`src/rtl/ntpsrb_pkg.sv`:
```
// ----------------------------------------------------------------------------
// ntpsrb_pkg
// Shared types and constants of the NTP server response builder.
// ----------------------------------------------------------------------------
package ntpsrb_pkg;

	localparam int PKT_LEN   = 48;
	localparam int IDX_W     = 6;
	localparam int CFG_IDX_W = 1;
	localparam int CFG_W     = 32;
	localparam int JOB_DEPTH = 2;
	localparam int JOB_PTR_W = 1;
	localparam int JOB_CNT_W = 2;

	// configuration register indexes
	localparam logic [CFG_IDX_W-1:0] REG_STRATUM = 1'b0;
	localparam logic [CFG_IDX_W-1:0] REG_REF_ID  = 1'b1;

	localparam logic [7:0]  STRATUM_RST = 8'd1;
	localparam logic [31:0] REF_ID_RST  = 32'h4C4F434C;

	// association modes
	localparam logic [2:0] MODE_SYM_ACTIVE  = 3'd1;
	localparam logic [2:0] MODE_SYM_PASSIVE = 3'd2;
	localparam logic [2:0] MODE_CLIENT      = 3'd3;
	localparam logic [2:0] MODE_SERVER      = 3'd4;

	localparam logic [7:0]  PRECISION   = 8'hFA;
	localparam logic [31:0] ROOT_DISP   = 32'h00010000;
	localparam logic [31:0] UNIX_TO_NTP = 32'd2208988800;
	localparam logic [9:0]  MS_PER_SEC  = 10'd1000;

	// fraction = ms * 4294967 + floor(ms * 37 / 125)
	// and x / 125 = (x * 67109) >> 23 for x below 2^16
	localparam logic [22:0] FRAC_INT    = 23'd4294967;
	localparam logic [5:0]  FRAC_REM    = 6'd37;
	localparam logic [16:0] RECIP_125   = 17'd67109;
	localparam int          RECIP_SHIFT = 23;

	typedef struct packed {
		logic [2:0]  version;
		logic [2:0]  resp_mode;
		logic [7:0]  poll;
		logic [63:0] origin;
		logic [31:0] ntp_secs;
		logic [9:0]  millis;
	} job_t;

	typedef struct packed {
		logic [7:0]  stratum;
		logic [31:0] reference_id;
	} cfg_t;

	typedef struct packed {
		logic full;
		logic empty;
	} fifo_status_t;

	typedef struct packed {
		logic             busy;
		logic [IDX_W-1:0] idx;
	} back_status_t;

endpackage

```
`src/rtl/ntpsrb_req_if.sv`:
```
// ----------------------------------------------------------------------------
// ntpsrb_req_if
// Request byte channel: valid/ready with one request byte and the time.
// ----------------------------------------------------------------------------
interface ntpsrb_req_if;
	logic        valid;
	logic        ready;
	logic [7:0]  req_byte;
	logic        req_last;
	logic [31:0] now_unix_secs;
	logic [9:0]  now_millis;

	modport source (output valid, req_byte, req_last, now_unix_secs, now_millis,
		input ready);
	modport sink (input valid, req_byte, req_last, now_unix_secs, now_millis,
		output ready);
endinterface

```
`src/rtl/ntpsrb_resp_if.sv`:
```
// ----------------------------------------------------------------------------
// ntpsrb_resp_if
// Reply byte channel: valid/ready with one reply byte.
// ----------------------------------------------------------------------------
interface ntpsrb_resp_if;
	logic       valid;
	logic       ready;
	logic [7:0] resp_byte;
	logic       resp_last;

	modport source (output valid, resp_byte, resp_last, input ready);
	modport sink (input valid, resp_byte, resp_last, output ready);
endinterface

```
`src/rtl/ntpsrb_front.sv`:
```
// ----------------------------------------------------------------------------
// ntpsrb_front
// Parses request bytes and queues a reply job when a request qualifies.
// ----------------------------------------------------------------------------
module ntpsrb_front (
	input  logic                clk,
	input  logic                arst_n,
	ntpsrb_req_if.sink          req,
	input  logic                job_full,
	output logic                job_push,
	output ntpsrb_pkg::job_t    job
);

	logic [ntpsrb_pkg::IDX_W-1:0] cnt_q;
	logic [2:0]                   version_q;
	logic [2:0]                   mode_q;
	logic [7:0]                   poll_q;
	logic [63:0]                  origin_q;
	logic                         accept;
	logic                         pkt_full;
	logic                         mode_ok;
	logic [9:0]                   ms_mod;

	assign req.ready = !job_full;
	assign accept    = req.valid && req.ready;

	// at least 48 bytes once this byte is counted
	assign pkt_full = (cnt_q >= ntpsrb_pkg::IDX_W'(ntpsrb_pkg::PKT_LEN - 1));
	assign mode_ok  = (mode_q == ntpsrb_pkg::MODE_CLIENT) ||
		(mode_q == ntpsrb_pkg::MODE_SYM_ACTIVE);
	assign ms_mod   = (req.now_millis >= ntpsrb_pkg::MS_PER_SEC) ?
		req.now_millis - ntpsrb_pkg::MS_PER_SEC : req.now_millis;

	assign job_push = accept && req.req_last && pkt_full &&
		(req.now_unix_secs != 32'd0) && mode_ok;

	always_comb begin
		job.version    = version_q;
		job.resp_mode  = (mode_q == ntpsrb_pkg::MODE_CLIENT) ?
			ntpsrb_pkg::MODE_SERVER : ntpsrb_pkg::MODE_SYM_PASSIVE;
		job.poll       = poll_q;
		job.origin     = (cnt_q == ntpsrb_pkg::IDX_W'(ntpsrb_pkg::PKT_LEN - 1)) ?
			{origin_q[55:0], req.req_byte} : origin_q;
		job.ntp_secs   = req.now_unix_secs + ntpsrb_pkg::UNIX_TO_NTP;
		job.millis     = ms_mod;
	end

	always_ff @(posedge clk or negedge arst_n) begin
		if (!arst_n) begin
			cnt_q     <= '0;
			version_q <= '0;
			mode_q    <= '0;
			poll_q    <= '0;
			origin_q  <= '0;
		end else if (accept) begin
			if (cnt_q == '0) begin
				version_q <= req.req_byte[5:3];
				mode_q    <= req.req_byte[2:0];
			end
			if (cnt_q == ntpsrb_pkg::IDX_W'(2))
				poll_q <= req.req_byte;
			if (cnt_q >= ntpsrb_pkg::IDX_W'(40) &&
				cnt_q < ntpsrb_pkg::IDX_W'(ntpsrb_pkg::PKT_LEN))
				origin_q <= {origin_q[55:0], req.req_byte};
			// restart at every request end, saturate on long requests
			if (req.req_last)
				cnt_q <= '0;
			else if (cnt_q < ntpsrb_pkg::IDX_W'(ntpsrb_pkg::PKT_LEN))
				cnt_q <= cnt_q + 1'b1;
		end
	end

endmodule

```
`src/rtl/ntpsrb_fifo.sv`:
```
// ----------------------------------------------------------------------------
// ntpsrb_fifo
// Two-entry job queue between the request parser and the reply serializer.
// ----------------------------------------------------------------------------
module ntpsrb_fifo (
	input  logic                      clk,
	input  logic                      arst_n,
	input  logic                      push,
	input  ntpsrb_pkg::job_t          wr_job,
	input  logic                      pop,
	output ntpsrb_pkg::job_t          rd_job,
	output ntpsrb_pkg::fifo_status_t  status
);

	ntpsrb_pkg::job_t                 entry_q [ntpsrb_pkg::JOB_DEPTH];
	logic [ntpsrb_pkg::JOB_PTR_W-1:0] wr_ptr_q;
	logic [ntpsrb_pkg::JOB_PTR_W-1:0] rd_ptr_q;
	logic [ntpsrb_pkg::JOB_CNT_W-1:0] cnt_q;

	assign status.full  = (cnt_q == ntpsrb_pkg::JOB_CNT_W'(ntpsrb_pkg::JOB_DEPTH));
	assign status.empty = (cnt_q == '0);
	assign rd_job       = entry_q[rd_ptr_q];

	always_ff @(posedge clk) begin
		if (push)
			entry_q[wr_ptr_q] <= wr_job;
	end

	always_ff @(posedge clk or negedge arst_n) begin
		if (!arst_n) begin
			wr_ptr_q <= '0;
			rd_ptr_q <= '0;
			cnt_q    <= '0;
		end else begin
			if (push)
				wr_ptr_q <= wr_ptr_q + 1'b1;
			if (pop)
				rd_ptr_q <= rd_ptr_q + 1'b1;
			if (push && !pop)
				cnt_q <= cnt_q + 1'b1;
			else if (pop && !push)
				cnt_q <= cnt_q - 1'b1;
		end
	end

endmodule

```
`src/rtl/ntpsrb_back.sv`:
```
// ----------------------------------------------------------------------------
// ntpsrb_back
// Serializes one queued job into the 48-byte reply, one byte per transfer.
// ----------------------------------------------------------------------------
module ntpsrb_back (
	input  logic                      clk,
	input  logic                      arst_n,
	input  ntpsrb_pkg::cfg_t          cfg,
	input  logic                      job_valid,
	input  ntpsrb_pkg::job_t          job,
	output logic                      job_pop,
	output ntpsrb_pkg::back_status_t  status,
	ntpsrb_resp_if.source             resp
);

	ntpsrb_pkg::job_t             cur_q;
	logic                         busy_q;
	logic [ntpsrb_pkg::IDX_W-1:0] idx_q;
	logic                         out_valid_q;
	logic [7:0]                   out_byte_q;
	logic                         out_last_q;

	logic [15:0]                  rem_s1;
	logic [8:0]                   rem_s2;
	logic [31:0]                  int_s2;
	logic [31:0]                  frac_s3;
	logic [32:0]                  rem_prod;

	logic                         advance;
	logic                         emit;
	logic                         last_byte;
	logic [31:0]                  word;
	logic [7:0]                   sel_byte;

	assign advance   = !out_valid_q || resp.ready;
	assign emit      = busy_q && advance;
	assign last_byte = (idx_q == ntpsrb_pkg::IDX_W'(ntpsrb_pkg::PKT_LEN - 1));
	assign job_pop   = job_valid && (!busy_q || (emit && last_byte));

	assign status.busy = busy_q;
	assign status.idx  = idx_q;

	assign resp.valid     = out_valid_q;
	assign resp.resp_byte = out_byte_q;
	assign resp.resp_last = out_last_q;

	// fraction settles through rem_s1, rem_s2 and frac_s3 after a job loads, long before byte 20
	assign rem_prod = {17'd0, rem_s1} * {16'd0, ntpsrb_pkg::RECIP_125};

	always_ff @(posedge clk) begin
		rem_s1  <= {6'd0, cur_q.millis} * {10'd0, ntpsrb_pkg::FRAC_REM};
		rem_s2  <= 9'(rem_prod >> ntpsrb_pkg::RECIP_SHIFT);
		int_s2  <= {22'd0, cur_q.millis} * {9'd0, ntpsrb_pkg::FRAC_INT};
		frac_s3 <= int_s2 + {23'd0, rem_s2};
	end

	always_comb begin
		case (idx_q[5:2]) inside
			4'd0:             word = {2'b00, cur_q.version, cur_q.resp_mode,
				cfg.stratum, cur_q.poll, ntpsrb_pkg::PRECISION};
			4'd2:             word = (cfg.stratum != 8'd1) ? ntpsrb_pkg::ROOT_DISP : 32'd0;
			4'd3:             word = cfg.reference_id;
			4'd4, 4'd8, 4'd10: word = cur_q.ntp_secs;
			4'd5, 4'd9, 4'd11: word = frac_s3;
			4'd6:             word = cur_q.origin[63:32];
			4'd7:             word = cur_q.origin[31:0];
			default:          word = 32'd0;
		endcase
	end

	always_comb begin
		case (idx_q[1:0])
			2'd0:    sel_byte = word[31:24];
			2'd1:    sel_byte = word[23:16];
			2'd2:    sel_byte = word[15:8];
			default: sel_byte = word[7:0];
		endcase
	end

	always_ff @(posedge clk) begin
		if (job_pop)
			cur_q <= job;
		if (emit) begin
			out_byte_q <= sel_byte;
			out_last_q <= last_byte;
		end
	end

	always_ff @(posedge clk or negedge arst_n) begin
		if (!arst_n) begin
			busy_q      <= 1'b0;
			idx_q       <= '0;
			out_valid_q <= 1'b0;
		end else begin
			if (emit) begin
				out_valid_q <= 1'b1;
				if (last_byte)
					idx_q <= '0;
				else
					idx_q <= idx_q + 1'b1;
			end else if (resp.ready) begin
				out_valid_q <= 1'b0;
			end
			// load the next job right behind the last byte of the current one
			if (job_pop)
				busy_q <= 1'b1;
			else if (emit && last_byte)
				busy_q <= 1'b0;
		end
	end

endmodule

```
`src/rtl/ntp_server_response_builder.sv`:
```
// ----------------------------------------------------------------------------
// ntp_server_response_builder
// NTPv4 server/passive reply generator: request bytes in, 48 reply bytes out.
// ----------------------------------------------------------------------------
// Usage:
//   req carries one request byte per transfer with req_last on the final byte,
//   plus the current Unix seconds and millisecond, sampled on that final byte.
//   resp carries the 48 reply bytes in order, resp_last on byte 47.
//   cfg_we/cfg_index/cfg_wdata write stratum (index 0) and reference id
//   (index 1); write them only while no reply is pending.
// Path: the final request byte pushes a job into the queue, the serializer loads
//   it into cur_q when free, and the first reply byte leaves the output register.
// Throughput: one request byte per cycle unless the queue is full, one reply
//   byte per cycle while resp.ready is high; the byte counter ends each reply
//   at 48 bytes; a two-entry queue lets the parser run while a reply drains.
// Reset: clears the byte counter, the queue and the serializer; stratum
//   returns to 1 and reference id to "LOCL".
// Stall: resp.ready low holds the output register; the queue fills and then
//   req.ready drops until a job slot frees.
// ----------------------------------------------------------------------------
module ntp_server_response_builder (
	input  logic                                 clk,
	input  logic                                 arst_n,
	ntpsrb_req_if.sink                           req,
	ntpsrb_resp_if.source                        resp,
	input  logic                                 cfg_we,
	input  logic [ntpsrb_pkg::CFG_IDX_W-1:0]     cfg_index,
	input  logic [ntpsrb_pkg::CFG_W-1:0]         cfg_wdata
);

	ntpsrb_pkg::cfg_t            cfg_q;
	ntpsrb_pkg::job_t            push_job;
	ntpsrb_pkg::job_t            head_job;
	ntpsrb_pkg::fifo_status_t    fifo_st;
	ntpsrb_pkg::back_status_t    back_st;
	logic                        job_push;
	logic                        job_pop;

	always_ff @(posedge clk or negedge arst_n) begin
		if (!arst_n) begin
			cfg_q.stratum      <= ntpsrb_pkg::STRATUM_RST;
			cfg_q.reference_id <= ntpsrb_pkg::REF_ID_RST;
		end else if (cfg_we) begin
			case (cfg_index)
				ntpsrb_pkg::REG_STRATUM: cfg_q.stratum      <= cfg_wdata[7:0];
				ntpsrb_pkg::REG_REF_ID:  cfg_q.reference_id <= cfg_wdata[31:0];
				default: ;
			endcase
		end
	end

	ntpsrb_front u_front (
		.clk      (clk),
		.arst_n   (arst_n),
		.req      (req),
		.job_full (fifo_st.full),
		.job_push (job_push),
		.job      (push_job)
	);

	ntpsrb_fifo u_fifo (
		.clk    (clk),
		.arst_n (arst_n),
		.push   (job_push),
		.wr_job (push_job),
		.pop    (job_pop),
		.rd_job (head_job),
		.status (fifo_st)
	);

	ntpsrb_back u_back (
		.clk       (clk),
		.arst_n    (arst_n),
		.cfg       (cfg_q),
		.job_valid (!fifo_st.empty),
		.job       (head_job),
		.job_pop   (job_pop),
		.status    (back_st),
		.resp      (resp)
	);

	a_no_push_full: assert property (@(posedge clk) disable iff (!arst_n)
		job_push |-> !fifo_st.full)
		else $error("job queued while queue full");

	a_no_pop_empty: assert property (@(posedge clk) disable iff (!arst_n)
		job_pop |-> !fifo_st.empty)
		else $error("job taken from empty queue");

	a_idle_idx: assert property (@(posedge clk) disable iff (!arst_n)
		!back_st.busy |-> (back_st.idx == '0))
		else $error("serializer idle with nonzero byte index");

	a_resp_hold: assert property (@(posedge clk) disable iff (!arst_n)
		(resp.valid && !resp.ready) |=> (resp.valid && $stable(resp.resp_byte) &&
		$stable(resp.resp_last)))
		else $error("reply byte changed while stalled");

endmodule

```
`src/flat_wrapper.sv`:
```
// flat-port wrapper written by rule: the top's interface ports become plain ports
module ntp_server_response_builder_flat 
  (clk, arst_n, cfg_we, cfg_index, cfg_wdata, req_valid, req_req_byte, req_req_last, req_now_unix_secs, req_now_millis, req_ready, resp_valid, resp_resp_byte, resp_resp_last, resp_ready);
  ntpsrb_req_if req_i ();
  ntpsrb_resp_if resp_i ();
  input  logic clk;
  input  logic arst_n;
  input  logic cfg_we;
  input  logic [ntpsrb_pkg::CFG_IDX_W-1:0] cfg_index;
  input  logic [ntpsrb_pkg::CFG_W-1:0] cfg_wdata;
  input wire logic [$bits(req_i.valid)-1:0] req_valid;
  input wire logic [$bits(req_i.req_byte)-1:0] req_req_byte;
  input wire logic [$bits(req_i.req_last)-1:0] req_req_last;
  input wire logic [$bits(req_i.now_unix_secs)-1:0] req_now_unix_secs;
  input wire logic [$bits(req_i.now_millis)-1:0] req_now_millis;
  output wire logic [$bits(req_i.ready)-1:0] req_ready;
  output wire logic [$bits(resp_i.valid)-1:0] resp_valid;
  output wire logic [$bits(resp_i.resp_byte)-1:0] resp_resp_byte;
  output wire logic [$bits(resp_i.resp_last)-1:0] resp_resp_last;
  input wire logic [$bits(resp_i.ready)-1:0] resp_ready;
  assign req_i.valid = req_valid;
  assign req_i.req_byte = req_req_byte;
  assign req_i.req_last = req_req_last;
  assign req_i.now_unix_secs = req_now_unix_secs;
  assign req_i.now_millis = req_now_millis;
  assign req_ready = req_i.ready;
  assign resp_valid = resp_i.valid;
  assign resp_resp_byte = resp_i.resp_byte;
  assign resp_resp_last = resp_i.resp_last;
  assign resp_i.ready = resp_ready;
  ntp_server_response_builder u_core (.clk(clk), .arst_n(arst_n), .req(req_i), .resp(resp_i), .cfg_we(cfg_we), .cfg_index(cfg_index), .cfg_wdata(cfg_wdata));
endmodule
```
`config.mk`:
```
export PLATFORM = sky130hd
export DESIGN_NAME = ntp_server_response_builder_flat
export DESIGN_NICKNAME = d
export VERILOG_FILES = /design/src/rtl/ntpsrb_pkg.sv /design/src/rtl/ntpsrb_req_if.sv /design/src/rtl/ntpsrb_resp_if.sv /design/src/rtl/ntpsrb_front.sv /design/src/rtl/ntpsrb_fifo.sv /design/src/rtl/ntpsrb_back.sv /design/src/rtl/ntp_server_response_builder.sv /design/src/flat_wrapper.sv
export SDC_FILE = /design/constraint.sdc
export NUM_CORES = 1
export LEC_CHECK = 0
export BUFFER_PORTS_ARGS = -buffer_cell sky130_fd_sc_hd__buf_2
export CAP_MARGIN = 30
export CORE_ASPECT_RATIO = 0.9
export CORE_MARGIN = 10
export CORE_UTILIZATION = 45
export DETAILED_ROUTE_END_ITERATION = 8
export GPL_ROUTABILITY_DRIVEN = 0
export PLACE_DENSITY = 0.66
export SETUP_SLACK_MARGIN = 0.05
export SLEW_MARGIN = 20
export SYNTH_ARGS = -nofsm -noshare
export SYNTH_HDL_FRONTEND = slang
export SYNTH_SLANG_ARGS = --single-unit
```
`constraint.sdc`:
```
create_clock -name clk -period 7.8 [get_ports clk]
set_input_delay 0.78 -clock clk [delete_from_list [all_inputs] [get_ports clk]]
set_output_delay 0.78 -clock clk [all_outputs]
set_load 0.005 [all_outputs]
```
==> results_dict.tcl, run 1 <==
set metrics [dict create \
    async_flop_share_pct 23.1 \
    finalCriticalPeriod_ns 5.45 \
    clock-root-buffer "clkbuf_16" \
    detail-route-antenna-nets 0 \
    netlist_instances 2168 \
    dieArea_mm2 0.0773 \
    synth_edf_count 366 \
    post-cts-setup-buffers 0 \
    io_pins 100 \
    fin_tns_setup_ns 0 \
    ir_drop_mv 0.148 \
    crit_arrival_ns 5.95 \
    fin_worst_skew_ns 0.0258 \
    die_h_um 265 \
    ctsResizeCount 0 \
    endpoint_kind "flip-flop" \
    cp_max_fo 12 \
    num_antenna_cells 0 \
    cp-start-kind "flip-flop" \
    clock.fmax_mhz 183 \
    timing.rr.start "u_core.u_back.cur_q[3]$_DFFE_PP_" \
    regArea_mm2 0.0162 \
    placed_area_mm2 0.0315 \
    hp-class "input pin to async pin" \
    first_pass_iters 8 \
    yosysSeqAreaShare_pct 54.0 \
    insertion_delay_ns 0.63 \
    fillerInstances 5552 \
    final_hold_viol_count 0 \
    synthesis.nets 2621 \
    drt_iter0_drc 1436 \
    wl_mm 68.6 \
    regToRegEndpoint "u_core.u_back.int_s2[30]$_DFF_P_" \
    layout-drive-gt1-share_pct 23.8 \
    critPathRequiredTime_ns 8.30 \
    antenna_found_initial 1 \
    synth_top_flop_cell "edfxtp_1" \
    crit_path_end "u_core.u_back.int_s2[30]$_DFF_P_" \
    pwr_density_cell_mw_per_mm2 221 \
    ys_ff_latch 590 \
    htree_levels 2 \
    status "completed" \
    fin_ws_ns 2.35 \
    drc 0 \
    clk_path_buf_depth 3 \
    finalSetupViolations 0 \
    tritoncts "built" \
    dr_total_vias 17600 \
    die_w_um 292 \
    row_count 89 \
    utilization_pct 51.3 \
    grt_usage_pct 17.6 \
    dp_hpwl_mm 48.8 \
    reg2reg_setup_slack_ns 2.35 \
    mostFrequentLayoutCells "edfxtp_1 (366), mux2_2 (303), ha_1 (276)" \
    r2r_cells 17 \
    coreArea_mm2 0.0657 \
    fin_area_mm2 0.0337 \
    final_nets 2744 \
    initial_core_util_pct 45.6 \
    multi_input_area_mm2 0.0128 \
    min_period_over_period_pct 69.9 \
    crit_type "flip-flop to flip-flop" \
    leakagePower_nw 14.2 \
    yosysWarnings 0 \
    clk_pin_slew_ns 0.06 \
    grt_overflow 0 \
    rsz0062_at_grt "false" \
    crit_start "u_core.u_back.cur_q[3]$_DFFE_PP_" \
    cts_hold_buffers 0 \
    cap_violations 0 \
    syn_area_per_cell_um2 13.8 \
    timing.final.max_slew_violations 0 \
    slew_headroom_pct 24.1 \
    max_slew.worst_pin.slew_ns 1.14 \
    pre_cts_slack_ns 2.35 \
    grt_pass1_vias 18300 \
    syn_to_final_growth_pct 12.6 \
    grt_pass1_wl_mm 107 \
    synth_cell_types 70 \
    portBuffers 99 \
    clock-sinks 590 \
    syn_area_mm2 0.0300 \
    cts_buffers 59 \
    final_common_cell "edfxtp_1" \
    drt-vias-per-instance 5.50 \
    grt_max_degree 83 \
    wire_per_inst_um 21.4 \
]
-- logic make-up after synthesis --
family / after synthesis / share of synthesized area (%)
flip-flops: 590 / 54.0
adder cells (fa/ha/maj): 364 / 17.4
multiplexers: 305 / 11.5
AO/OA/AOI/OAI: 282 / 6.80
buffers and inverters: 275 / 3.45
AND/OR/NAND/NOR: 260 / 4.19
XOR/XNOR: 92 / 2.69
-- synth_stat cells (5+ instances only) --
| library cell | number | area, µm² |
|---|---|---|
| a22oi_1 | 7 | 52.6 |
| nor4_1 | 7 | 43.8 |
| nand2_1 | 70 | 263 |
| o211ai_1 | 5 | 37.5 |
| mux2_2 | 303 | 3410 |
| nand3_1 | 21 | 105 |
| xor2_1 | 27 | 236 |
| a222oi_1 | 12 | 120 |
| nor2b_1 | 15 | 93.8 |
| inv_1 | 217 | 815 |
| o21a_1 | 7 | 52.6 |
| dfxtp_1 | 88 | 1760 |
| dfrtp_1 | 121 | 3030 |
| dfstp_2 | 15 | 394 |
| fa_1 | 88 | 1760 |
| o22ai_1 | 9 | 56.3 |
| a21oi_1 | 57 | 285 |
| a21o_1 | 24 | 180 |
| nand4_1 | 8 | 50.1 |
| nor2_1 | 73 | 274 |
| a21boi_1 | 5 | 37.5 |
| a211oi_1 | 5 | 37.5 |
| clkbuf_1 | 54 | 203 |
| a221oi_1 | 24 | 210 |
| o21ai_0 | 33 | 165 |
| xnor2_1 | 65 | 569 |
| a221o_1 | 28 | 280 |
| nor3_1 | 17 | 85.1 |
| o21bai_1 | 12 | 90.1 |
| ha_1 | 276 | 3450 |
| edfxtp_1 | 366 | 11000 |
| a31oi_1 | 8 | 50.1 |
| and3_1 | 14 | 87.6 |
| and2_1 | 6 | 37.5 |
| nand2b_1 | 10 | 62.6 |
| o21ai_1 | 15 | 75.1 |
-- sequential cells by signal (all words and copies together), names as in the netlist --
register                      count
u_core.cfg_q                     40
u_core.u_back.busy_q              1
u_core.u_back.cur_q             119
u_core.u_back.frac_s3            32
u_core.u_back.idx_q               6
u_core.u_back.int_s2             32
u_core.u_back.rem_s1             15
u_core.u_back.rem_s2              9
u_core.u_back.resp.resp_byte      8
u_core.u_back.resp.resp_last      1
u_core.u_back.resp.valid          1
u_core.u_fifo.cnt_q               2
u_core.u_fifo.entry_q           238
u_core.u_fifo.rd_ptr_q            1
u_core.u_fifo.wr_ptr_q            1
u_core.u_front.cnt_q              6
u_core.u_front.mode_q             3
u_core.u_front.origin_q          64
u_core.u_front.poll_q             8
u_core.u_front.version_q          3
-- layer usage --
| metal | track usage [%] | vias to the layer above | routed length, µm |
|---|---|---|---|
| met1 | 25.4 | 8961 | 32100 |
| met3 | 3.68 | 65 | 4990 |
| li1 | - | 8129 | - |
| met4 | 3.77 | 2 | 1060 |
| met5 | 0 | - | 10 |
| met2 | 26.9 | 487 | 30500 |
-- metrics by stage --
stage               hold slack (ns)  power, mW  cells
floorplan                     0.409       4.05   2168
CTS                           0.241       7.48   3205
finish                        0.247       7.46   3206
global route                  0.298       7.70   3206
global placement              0.442       4.42   3091
detailed placement            0.452       4.44   3093
-- where the power goes --
part | internal, mW | switching [mW] | total [mW]
clock | 1.83 | 1.20 | 3.04
combinational | 0.313 | 0.548 | 0.860
sequential | 3.46 | 0.106 | 3.56
total | 5.61 | 1.86 | 7.46
-- critical path, stage by stage, from the launching register on --
cell	delay [ns]
edfxtp_1	0.74
ha_1	0.29
inv_1	0.06
fa_1	0.48
fa_1	0.54
inv_1	0.05
fa_1	0.49
fa_1	0.41
ha_1	0.36
a21oi_1	0.19
o21bai_1	0.08
o2bb2ai_1	0.17
a221o_1	0.37
a31o_2	0.31
o21ai_2	0.29
o221a_1	0.25
mux2i_1	0.19
nand2_1	0.06
-- cell type report --
type                            count  area share (%)
Timing Repair Buffer              120            2.11
Tap cell                          864            3.21
Clock inverter                     23           0.972
Multi-Input combinational cell   1303            37.9
Inverter                          217            2.42
Clock buffer                       89            5.36
Sequential cell                   590            48.0
-- worst min-delay path by stage --
| stage | to | slack (ns) | depth (start not counted) |
|---|---|---|---|
| floorplan | u_core.u_back.frac_s3[31]$_DFF_P_ | 0.41 | 1 |
| detailed placement | u_core.u_fifo.entry_q[1][111]$_DFFE_PP_ | 0.45 | 0 |
| finish | u_core.u_back.resp.valid$_DFFE_PN0P_ | 0.25 | 1 |
| global placement | u_core.u_back.frac_s3[11]$_DFF_P_ | 0.44 | 1 |
| global route | u_core.u_back.resp.valid$_DFFE_PN0P_ | 0.30 | 1 |
| CTS | u_core.u_back.resp.valid$_DFFE_PN0P_ | 0.24 | 1 |
No activity file was read; power rests on OpenSTA's default activity.
==> run 2: changes to the inputs <==
- PLACE_DENSITY: 0.66 -> 0.68
- clock period: 7.8 -> 5 ns (I/O delays scaled with it)
==> run 2 against run 1 <==
  * Hold slack worse by 0.18 ns
  * Critical endpoint unchanged
  * Global-route usage shrank 0.12 points
  * Sequential power up 56%
  * Sequential share of layout area fell by 0.83 points
==> results_dict.tcl, run 2 (synthesis gave the netlist of run 1 again) <==
set metrics [dict create \
    tritoncts "built" \
    dp_hpwl_mm 49.0 \
    drc 0 \
    regToRegEndpoint "u_core.u_back.int_s2[30]$_DFF_P_" \
    reg.largest.list "u_core.u_fifo.entry_q x238, u_core.u_back.cur_q x119, u_core.u_front.origin_q x64" \
    final_common_cell "edfxtp_1" \
    status "completed" \
    hp-class "input pin to flip-flop" \
    crit_type "flip-flop to flip-flop" \
    antenna_found_initial 3 \
    initial_core_util_pct 45.6 \
    dr_total_vias 18000 \
    mostFrequentLayoutCells "edfxtp_1 (366), mux2_2 (303), ha_1 (263)" \
    critPathRequiredTime_ns 5.51 \
    timing.rr.start "u_core.u_back.cur_q[9]$_DFFE_PP_" \
    reg2reg_setup_slack_ns 0.1 \
    die_w_um 292 \
    fillerInstances 5446 \
    insertion_delay_ns 0.63 \
    grt_max_degree 86 \
    placed_area_mm2 0.0319 \
    final_nets 2805 \
    crit_arrival_ns 5.41 \
    regArea_mm2 0.0162 \
    clock.fmax_mhz 204 \
    multi_input_area_mm2 0.0130 \
    endpoint_kind "flip-flop" \
    leakagePower_nw 14.5 \
    drt-vias-per-instance 5.49 \
    clock-root-buffer "clkbuf_16" \
    grt_overflow 0 \
    r2r_cells 17 \
    wl_mm 69.0 \
    max_slew.worst_pin.slew_ns 1.00 \
    row_count 89 \
    portBuffers 99 \
    drt_iter0_drc 1395 \
    cap_violations 0 \
    slew_headroom_pct 32.8 \
    ir_drop_mv 0.244 \
    fin_worst_skew_ns 0.0353 \
    grt_pass1_wl_mm 106 \
    dieArea_mm2 0.0773 \
    cp_max_fo 4 \
    coreArea_mm2 0.0657 \
    timing.final.max_slew_violations 0 \
    detail-route-antenna-nets 0 \
    min_period_over_period_pct 98.0 \
    top_register "u_core.u_fifo.entry_q" \
    die_h_um 265 \
    wire_per_inst_um 21.1 \
    fin_area_mm2 0.0343 \
    clock-sinks 590 \
    htree_levels 2 \
    final_hold_viol_count 0 \
    pwr_density_cell_mw_per_mm2 331 \
    finalCriticalPeriod_ns 4.90 \
    grt_usage_pct 17.5 \
    finalSetupViolations 0 \
    io_pins 100 \
    clk_pin_slew_ns 0.06 \
    crit_start "u_core.u_back.cur_q[9]$_DFFE_PP_" \
    crit_path_end "u_core.u_back.int_s2[30]$_DFF_P_" \
    utilization_pct 52.2 \
    cp-start-kind "flip-flop" \
    grt_pass1_vias 18300 \
    rsz0062_at_grt "true" \
    layout-drive-gt1-share_pct 27.3 \
    cts_buffers 59 \
    largest_reg_flops 238 \
    first_pass_iters 5 \
    clk_path_buf_depth 3 \
    syn_to_final_growth_pct 14.6 \
]
[run 2: through the flow]
stage / setup TNS, ns / worst slack, ns / std cells / power (mW) / hold WS (ns)
floorplan: 0 / 0.0739 / 2168 / 6.32 / 0.204
global placement: 0 / 0.00699 / 3132 / 6.87 / 0.440
detailed placement: -0.0593 / -0.0519 / 3132 / 6.91 / 0.443
CTS: 0 / 0.0265 / 3247 / 11.4 / 0.0352
global route: -0.111 / -0.0502 / 3268 / 11.7 / 0.0490
finish: 0 / 0.0991 / 3268 / 11.4 / 0.0661
[run 2: power by group]
group	internal, mW	switching, mW	leakage (nW)	total (mW)
Combinational	0.485	0.829	7.64	1.31
Sequential	5.40	0.169	5.88	5.56
Clock	2.60	1.89	0.973	4.48
Total	8.48	2.88	14.5	11.4
[run 2: worst max-delay path, stage by stage (launching register included)]
cell	delay [ns]
edfxtp_1	0.48
buf_6	0.17
ha_4	0.27
inv_2	0.03
fa_1	0.46
fa_1	0.51
inv_2	0.04
fa_1	0.45
fa_1	0.54
ha_4	0.21
a21o_1	0.15
a21o_1	0.17
a221o_1	0.38
a31o_4	0.27
o21ai_4	0.19
o221a_1	0.23
mux2i_1	0.18
nand2_1	0.06
[run 2: worst min-delay path by stage]
stage | cells past startpoint | slack (ns) | end | start
finish | 1 | 0.07 | u_core.u_fifo.entry_q[1][2]$_DFFE_PP_ | req_now_millis[2]
global route | 1 | 0.05 | u_core.u_fifo.entry_q[1][2]$_DFFE_PP_ | req_now_millis[2]
CTS | 1 | 0.04 | u_core.u_fifo.entry_q[1][2]$_DFFE_PP_ | req_now_millis[2]
detailed placement | 1 | 0.44 | u_core.u_back.frac_s3[11]$_DFF_P_ | u_core.u_back.int_s2[11]$_DFF_P_
global placement | 1 | 0.44 | u_core.u_back.frac_s3[11]$_DFF_P_ | u_core.u_back.int_s2[11]$_DFF_P_
floorplan | 0 | 0.20 | u_core.cfg_q[0]$_DFFE_PN0P_ | arst_n
[run 2: repair_timing]
action / CTS / global route
hold buffers: 1 / 0
resized for setup: 4 / 47
setup buffers: 2 / 19
setup endpoints to repair: 3 / 16
pin swaps: 3 / 26
hold endpoints to repair: 48 / 0
[run 2: layout make-up]
cell class	count	share of cell area, %
clock inverters	29	1.02
inverters	217	2.40
repair buffers	181	3.54
well taps	864	3.15
flip-flops and latches	590	47.2
multi-input cells	1303	38.0
diodes	1	0.00729
clock buffers	83	4.75
[run 2: per-layer routing]
layer  vias to the layer above  share of wire (%)  global-route usage (%)
li1                       8248                  -                       -
met1                      9032                 46                    25.1
met2                       578                 44                    26.3
met3                        94                8.1                    4.27
met4                         2                2.0                    4.18
met5                         -              0.019                       0
